$ cat config.mk
export PLATFORM = sky130hd
export DESIGN_NAME = tct_cell
export DESIGN_NICKNAME = d
export VERILOG_FILES = /design/src/tcp_connection_tracker_core_defines.svh /design/src/tct_pkg.sv /design/src/tct_cell.sv
export SDC_FILE = /design/constraint.sdc
export NUM_CORES = 1
export LEC_CHECK = 0
export ABC_AREA = 1
export BUFFER_PORTS_ARGS = -buffer_cell sky130_fd_sc_hd__buf_2
export CAP_MARGIN = 20
export CORE_AREA = 2 2 153 155
export CTS_CLUSTER_DIAMETER = 30
export DETAILED_ROUTE_END_ITERATION = 8
export DIE_AREA = 0 0 155 157
export GPL_TIMING_DRIVEN = 0
export PLACE_DENSITY = 0.67
export RECOVER_POWER = 25
export REMOVE_ABC_BUFFERS = 1
export SYNTH_ARGS = -nofsm -noshare
export SYNTH_HDL_FRONTEND = slang
export SYNTH_SLANG_ARGS = --single-unit
$ cat constraint.sdc
create_clock -name clk_i -period 2.45 [get_ports clk_i]
set_input_delay 0.1225 -clock clk_i [delete_from_list [all_inputs] [get_ports clk_i]]
set_output_delay 0.1225 -clock clk_i [all_outputs]
set_load 0.01 [all_outputs]
$ cat src/tcp_connection_tracker_core_defines.svh
// Assertion macros shared by the connection tracker RTL.
// Depends on nothing; the including module provides clk_i and rst_ni.
`ifndef TCP_CONNECTION_TRACKER_CORE_DEFINES_SVH
`define TCP_CONNECTION_TRACKER_CORE_DEFINES_SVH

// Same-cycle implication, checked on every rising edge outside reset.
`define TCT_ASSERT_SAME(lbl, ante, cons, msg) \
  lbl: assert property (@(posedge clk_i) disable iff (!rst_ni) (ante) |-> (cons)) \
    else $error(msg);

// Next-cycle implication, checked on every rising edge outside reset.
`define TCT_ASSERT_NEXT(lbl, ante, cons, msg) \
  lbl: assert property (@(posedge clk_i) disable iff (!rst_ni) (ante) |=> (cons)) \
    else $error(msg);

`endif

$ cat src/tct_pkg.sv
// Shared types and constants of the TCP connection tracker.
// Depends on nothing; used by tct_cell and tcp_connection_tracker_core.
package tct_pkg;

  localparam int unsigned TableEntries = 64;

  // TCP flag bit positions.
  localparam int unsigned FlagFin = 0;
  localparam int unsigned FlagSyn = 1;
  localparam int unsigned FlagRst = 2;
  localparam int unsigned FlagAck = 4;

  // Entry status bits.
  localparam logic [7:0] StSyn     = 8'h01;
  localparam logic [7:0] StSynAck  = 8'h02;
  localparam logic [7:0] StEst     = 8'h04;
  localparam logic [7:0] StFinSrc  = 8'h08;
  localparam logic [7:0] StFinDst  = 8'h10;
  localparam logic [7:0] StSrcDone = 8'h20;
  localparam logic [7:0] StDstDone = 8'h40;
  localparam logic [7:0] StGrab    = 8'h80;

  // Event codes reported in event_res.
  localparam logic [3:0] EvUpdated  = 4'd0;
  localparam logic [3:0] EvAttempt  = 4'd1;
  localparam logic [3:0] EvGrabbed  = 4'd2;
  localparam logic [3:0] EvEstab    = 4'd3;
  localparam logic [3:0] EvFinished = 4'd4;
  localparam logic [3:0] EvReset    = 4'd5;
  localparam logic [3:0] EvSynAckIn = 4'd6;
  localparam logic [3:0] EvIgnored  = 4'd7;
  localparam logic [3:0] EvFull     = 4'd8;
  localparam logic [3:0] EvSpotted  = 4'd9;

  // Configuration register indexes.
  localparam int unsigned CfgIdxW = 2;
  localparam logic [CfgIdxW-1:0] CfgGrabEnable    = 2'd0;
  localparam logic [CfgIdxW-1:0] CfgGrabThreshold = 2'd1;

  typedef struct packed {
    logic [31:0] src_addr;
    logic [31:0] dst_addr;
    logic [15:0] src_port;
    logic [15:0] dst_port;
    logic [7:0]  tcp_flags;
    logic [31:0] src_seq;
    logic [31:0] dst_seq;
    logic [31:0] timestamp;
  } in_item_t;

  typedef struct packed {
    logic [3:0] event_res;
    logic [5:0] entry_index;
    logic       notify;
    logic [7:0] entry_status;
  } out_item_t;

  // Search token that walks the cell chain, one cell per cycle.
  typedef struct packed {
    logic       valid;
    logic       match_found;
    logic       free_found;
    logic [7:0] status;
    logic [7:0] ack_count;
    logic       fwd;
    logic       sa_eq_dst;
  } tok_t;

  typedef enum logic [1:0] {
    WR_ALLOC,
    WR_UPDATE,
    WR_REMOVE
  } wr_op_e;

  // Write broadcast to all cells; the addressed cell applies it.
  typedef struct packed {
    logic        valid;
    wr_op_e      op;
    logic [7:0]  status;
    logic [7:0]  ack_count;
    logic [31:0] fwd_seq;
    logic [31:0] rev_seq;
    logic [31:0] last_time;
  } wr_t;

endpackage

$ cat src/tct_cell.sv
// One table slot of the connection tracker and its stage of the search chain.
// Depends on tct_pkg.
module tct_cell #(
  parameter int unsigned IdxW    = 6,
  parameter int unsigned CellIdx = 0
) (
  input  logic               clk_i,
  input  logic               rst_ni,
  input  tct_pkg::in_item_t  hdr_i,
  input  tct_pkg::tok_t      tok_i,
  input  logic [IdxW-1:0]    match_idx_i,
  input  logic [IdxW-1:0]    free_idx_i,
  output tct_pkg::tok_t      tok_o,
  output logic [IdxW-1:0]    match_idx_o,
  output logic [IdxW-1:0]    free_idx_o,
  input  tct_pkg::wr_t       wr_i,
  input  logic [IdxW-1:0]    wr_idx_i
);

  localparam logic [IdxW-1:0] MyIdx = IdxW'(CellIdx);

  logic        valid_q;
  logic [31:0] src_addr_q, dst_addr_q;
  logic [15:0] src_port_q, dst_port_q;
  logic [7:0]  status_q, ack_count_q;
  logic [31:0] start_time_q, last_time_q, fwd_seq_q, rev_seq_q;

  tct_pkg::tok_t   tok_d, tok_q;
  logic [IdxW-1:0] match_idx_d, match_idx_q, free_idx_d, free_idx_q;
  logic            hit, take_match, take_free, wr_hit;

  assign hit = valid_q &&
    ((src_addr_q == hdr_i.src_addr && dst_addr_q == hdr_i.dst_addr &&
      src_port_q == hdr_i.src_port && dst_port_q == hdr_i.dst_port) ||
     (src_addr_q == hdr_i.dst_addr && dst_addr_q == hdr_i.src_addr &&
      src_port_q == hdr_i.dst_port && dst_port_q == hdr_i.src_port));

  assign take_match = tok_i.valid && !tok_i.match_found && hit;
  assign take_free  = tok_i.valid && !tok_i.free_found && !valid_q;
  assign wr_hit     = wr_i.valid && (wr_idx_i == MyIdx);

  always_comb begin
    tok_d       = tok_i;
    match_idx_d = match_idx_i;
    free_idx_d  = free_idx_i;
    if (take_match) begin
      tok_d.match_found = 1'b1;
      tok_d.status      = status_q;
      tok_d.ack_count   = ack_count_q;
      tok_d.fwd         = (hdr_i.src_addr == src_addr_q);
      tok_d.sa_eq_dst   = (hdr_i.src_addr == dst_addr_q);
      match_idx_d       = MyIdx;
    end
    if (take_free) begin
      tok_d.free_found = 1'b1;
      free_idx_d       = MyIdx;
    end
  end

  always_ff @(posedge clk_i or negedge rst_ni) begin
    if (!rst_ni) begin
      valid_q <= 1'b0;
      tok_q   <= '0;
    end else begin
      tok_q <= tok_d;
      if (wr_hit) begin
        unique case (wr_i.op)
          tct_pkg::WR_ALLOC:  valid_q <= 1'b1;
          tct_pkg::WR_REMOVE: valid_q <= 1'b0;
          default:            valid_q <= valid_q;
        endcase
      end
    end
  end

  always_ff @(posedge clk_i) begin
    match_idx_q <= match_idx_d;
    free_idx_q  <= free_idx_d;
    if (wr_hit && wr_i.op != tct_pkg::WR_REMOVE) begin
      status_q    <= wr_i.status;
      ack_count_q <= wr_i.ack_count;
      last_time_q <= wr_i.last_time;
      fwd_seq_q   <= wr_i.fwd_seq;
      rev_seq_q   <= wr_i.rev_seq;
      if (wr_i.op == tct_pkg::WR_ALLOC) begin
        src_addr_q   <= hdr_i.src_addr;
        dst_addr_q   <= hdr_i.dst_addr;
        src_port_q   <= hdr_i.src_port;
        dst_port_q   <= hdr_i.dst_port;
        start_time_q <= wr_i.last_time;
      end
    end
  end

  assign tok_o       = tok_q;
  assign match_idx_o = match_idx_q;
  assign free_idx_o  = free_idx_q;

endmodule

==> summary.txt <==
Detailed routing
  – Routed length per placed instance: between 10 and 15 um
  – Vias/cell: ~4.3
  – Final WL: roughly 21000 um
  – Remaining DRCs: 0
  – Initial drt markers: between 400 and 500
  – Pre-antenna DRT Iters: 4
  – Via count: about 7200
  – Antenna Violating Nets Remaining: 0
  – DR WL met3: a little over 800 um
  – Top routing layer used: met4
  – Met2 Wirelength: between 10000 and 15000 um
  – M1 WL: a little under 9000 um

Clock network
  – Num CTS Buffers: 17
  – Root buffer cell: clkbuf_16
  – Post-CTS Setup Inserts: 0
  – CTS Buffer Depth: 2
  – Worst-path clk slew: approximately 0.070 ns
  – Clock latency on the worst-skew pair: 0.42 ns
  – H-tree depth: 4
  – TritonCTS clock tree: done
  – # clock sinks: 146

Logic synthesis
  – Syn_area_per_cell: just under 8 um^2
  – Yosys reg bits: 146
  – Post-synthesis adder-cell area fraction: 0%
  – Yosys cell types: 20
  – Register area share after synthesis: a little over half
  – Mapped Area: between 0.007 and 0.008 mm^2
  – Synth Area in Compound Gates: 0.9863%
  – Post-synthesis xor/xnor area fraction: between 7 and 8%
  – Multiplexer share of the synthesized area: 0%
  – Syn Inst Count: around 1000
  – Synth Area in Simple Gates: 30.26%
  – Yosys Warn Count: 0
  – Largest family of logic cells by synthesized area: simple AND/OR/NAND/NOR gates

Critical path
  – Slowest-stage cell, CP: edfxtp_1
  – Largest fanout on the critical path: 25
  – CP bufs+invs: 0
  – CP endpoint kind: register
  – Top delay family on crit path: simple AND/OR/NAND/NOR gates
  – Critical Path AT: roughly 2.6 ns
  – Worst path required time: 2.76 ns
  – Crit path kind: reg -> reg
  – Startpoint types: register
  – Top cell by count, worst path: nand2_1
  – Crit-path cells: xor2_1, nor2_1, nand2_1, nor2_1, nand2_1, nor2_1, nand3_1, nand2_4, nand2_4, nand2_1, nand2_1
  – CP max stage delay: 0.44 ns

Timing
  – Final WS setup: 0.2123 ns
  – Clk_skew: roughly 0.012 ns
  – Setup TNS: 0 ns
  – Max Freq: between 400 and 500 MHz
  – Crit path time final: 2.238 ns
  – RSZ-0062 raised after global routing: no
  – Measured slew at the worst slew-check pin: ~1.2 ns
  – Final worst-path cycle share: around 90%
  – Final setup violation count: 0
  – Fin. max-slew vios: 0
  – Hold_ws: between 0.09 and 0.1 ns
  – Slew headroom: roughly a fifth
  – Final hold violations: 0

Cells and area
  – Share of cells above drive strength 1: between 10 and 15%
  – Area Growth Syn to Fin: 43.27%
  – Fin util: between 50 and 60%
  – Fin cells: 1672
  – FILL cells: between 2000 and 2500
  – Fin nets: 1727

Die
  – Ports: between 300 and 400
  – Die Span X: roughly 160 um
  – Vert. Die Dim: ~160 um
  – Starting Density: about a third
  – Die area: approximately 0.024 mm^2
  – Row count: 55
  – Core area: 0.02250 mm^2

Global routing
  – First-pass GRT wire length: between 30000 and 40000 um
  – All-Layer GR Usage: around 17%
  – Number of global-route vias before repair: between 7000 and 8000
  – Initial antenna violation count: 1
  – Maximum number of pins on one net before global-route repair: 31
  – Congestion Overflow GR: 0

Place
  – Placed insts: 1490
  – Post-DP HPWL: between 10000 and 15000 um
  – Port bufs: around 190
  – Post-Place Setup Slack: 0.1303 ns
  – Gp weighted congestion: between 0.7 and 0.8

Flow run
  – Max-cap viol count: 0

Hold path
  – Hold Path Class: in -> reg

Power and ir drop
  – Leakage power: 5.622 nW
  – PD cells: 537.1 mW/mm^2
  – Max VDD drop: 0.3821 mV

Run status
  – Run status: finished clean
## tightest hold or removal path: cells and delay by family
family,cells,cell delay [ns]
AOI/OAI and AO/OA,1,0.10
buffers and inverters,1,0.07
and+or+nand+nor,2,0.18
## final cells by class
cell class | instances | area [um^2] | share of cell area [%]
diodes | 3 | 7.507 | 0.06662
clock buffers | 17 | 425.4 | 3.775
clock inverters | 15 | 190.2 | 1.688
inverters | 164 | 615.6 | 5.463
multi-input cells | 703 | 3080 | 27.34
flip-flops and latches | 146 | 4154 | 36.86
well taps | 285 | 356.6 | 3.165
repair buffers | 339 | 2439 | 21.64
## state kept, by name (all words and copies together) (netlist names)
register and count:
status_q 8, ack_count_q 8, dst_port_q 16, dst_addr_q 32, free_idx_o 6, match_idx_o 6, src_port_q 16, src_addr_q 32
tok_o 21, valid_q 1
## kinds of logic (layout without fill, tap and decap cells)
kind of cell	after synthesis	after routing
DFF	146	146
AOI/OAI and AO/OA	12	12
buffers and inverters	169	535
and+or+nand+nor	622	622
xor gates and xnor gates	69	69
other	0	3
## metrics by stage
step           area [um^2]  total power (W)
2_1_floorplan         7831         0.002989
3_3_place_gp          9129         0.003246
3_5_place_dp          9230         0.003265
4_1_cts              11320         0.006142
5_1_grt              11260         0.006302
6_report             11270         0.006052
## layout by cell type, fill, tap and decap left out, types with 6 or more instances in the layout
cell,Yosys,routed
inv_8,0,6
dlygate4sd3_1,0,147
nand2_1,460,460
dfxtp_1,12,12
a21boi_0,7,6
nand3_1,21,21
inv_1,159,159
clkbuf_1,2,49
buf_2,0,139
clkbuf_16,0,17
xor2_1,69,69
edfxtp_1,112,112
dfrtp_1,22,22
nor2_1,136,134
clkinv_8,0,6
## worst paths after layout
check,start,endpoint,slack (ns),cells after the start
worst min-delay path,wr_idx_i[0],valid_q,0.1,4
worst max-delay path,src_addr_q[5],tok_o[17],0.21,11
worst min register to register,ack_count_q[7],tok_o[9],0.48,2
max in group asynchronous,rst_ni,tok_o[7],1.28,2
min in group asynchronous,rst_ni,tok_o[14],0.46,2
worst max register to register,src_addr_q[5],tok_o[17],0.21,11
## synth_stat cells
library cell  instances  area share, %
nand2_1             460             22
inv_1               159            7.6
nor2_1              136            6.5
edfxtp_1            112             43
xor2_1               69            7.7
dfrtp_1              22            7.0
nand3_1              21            1.3
dfxtp_1              12            3.1
a21boi_0              7           0.67
inv_2                 5           0.24
a21oi_1               4           0.25
buf_4                 2           0.19
clkbuf_1              2          0.095
buf_6                 1           0.14
nand2_2               1          0.080
nand2_4               1           0.14
nand3b_1              1          0.095
nor2_2                1          0.080
nor4_1                1          0.080
o21ai_0               1          0.064
## repair_timing
action                     4_1_cts  5_1_grt
hold buffers                   147        0
setup endpoints to repair        0       19
resized for setup                0        1
hold endpoints to repair       168        0
## routing by layer
metal	vias to the layer above	global-route usage [%]
met2	177	30.48
met5	-	0
li1	3765	-
met1	3263	20.68
met4	0	6.437
met3	41	4.020
## where the power goes
group / internal, W / total [W] / switching [W]
Clock: 0.00139 / 0.00265 / 0.00126
Sequential: 0.00270 / 0.00271 / 0.0000114
Combinational: 0.000354 / 0.000687 / 0.000333
Total: 0.00444 / 0.00605 / 0.00161
Power figures use the tool's default switching activity.
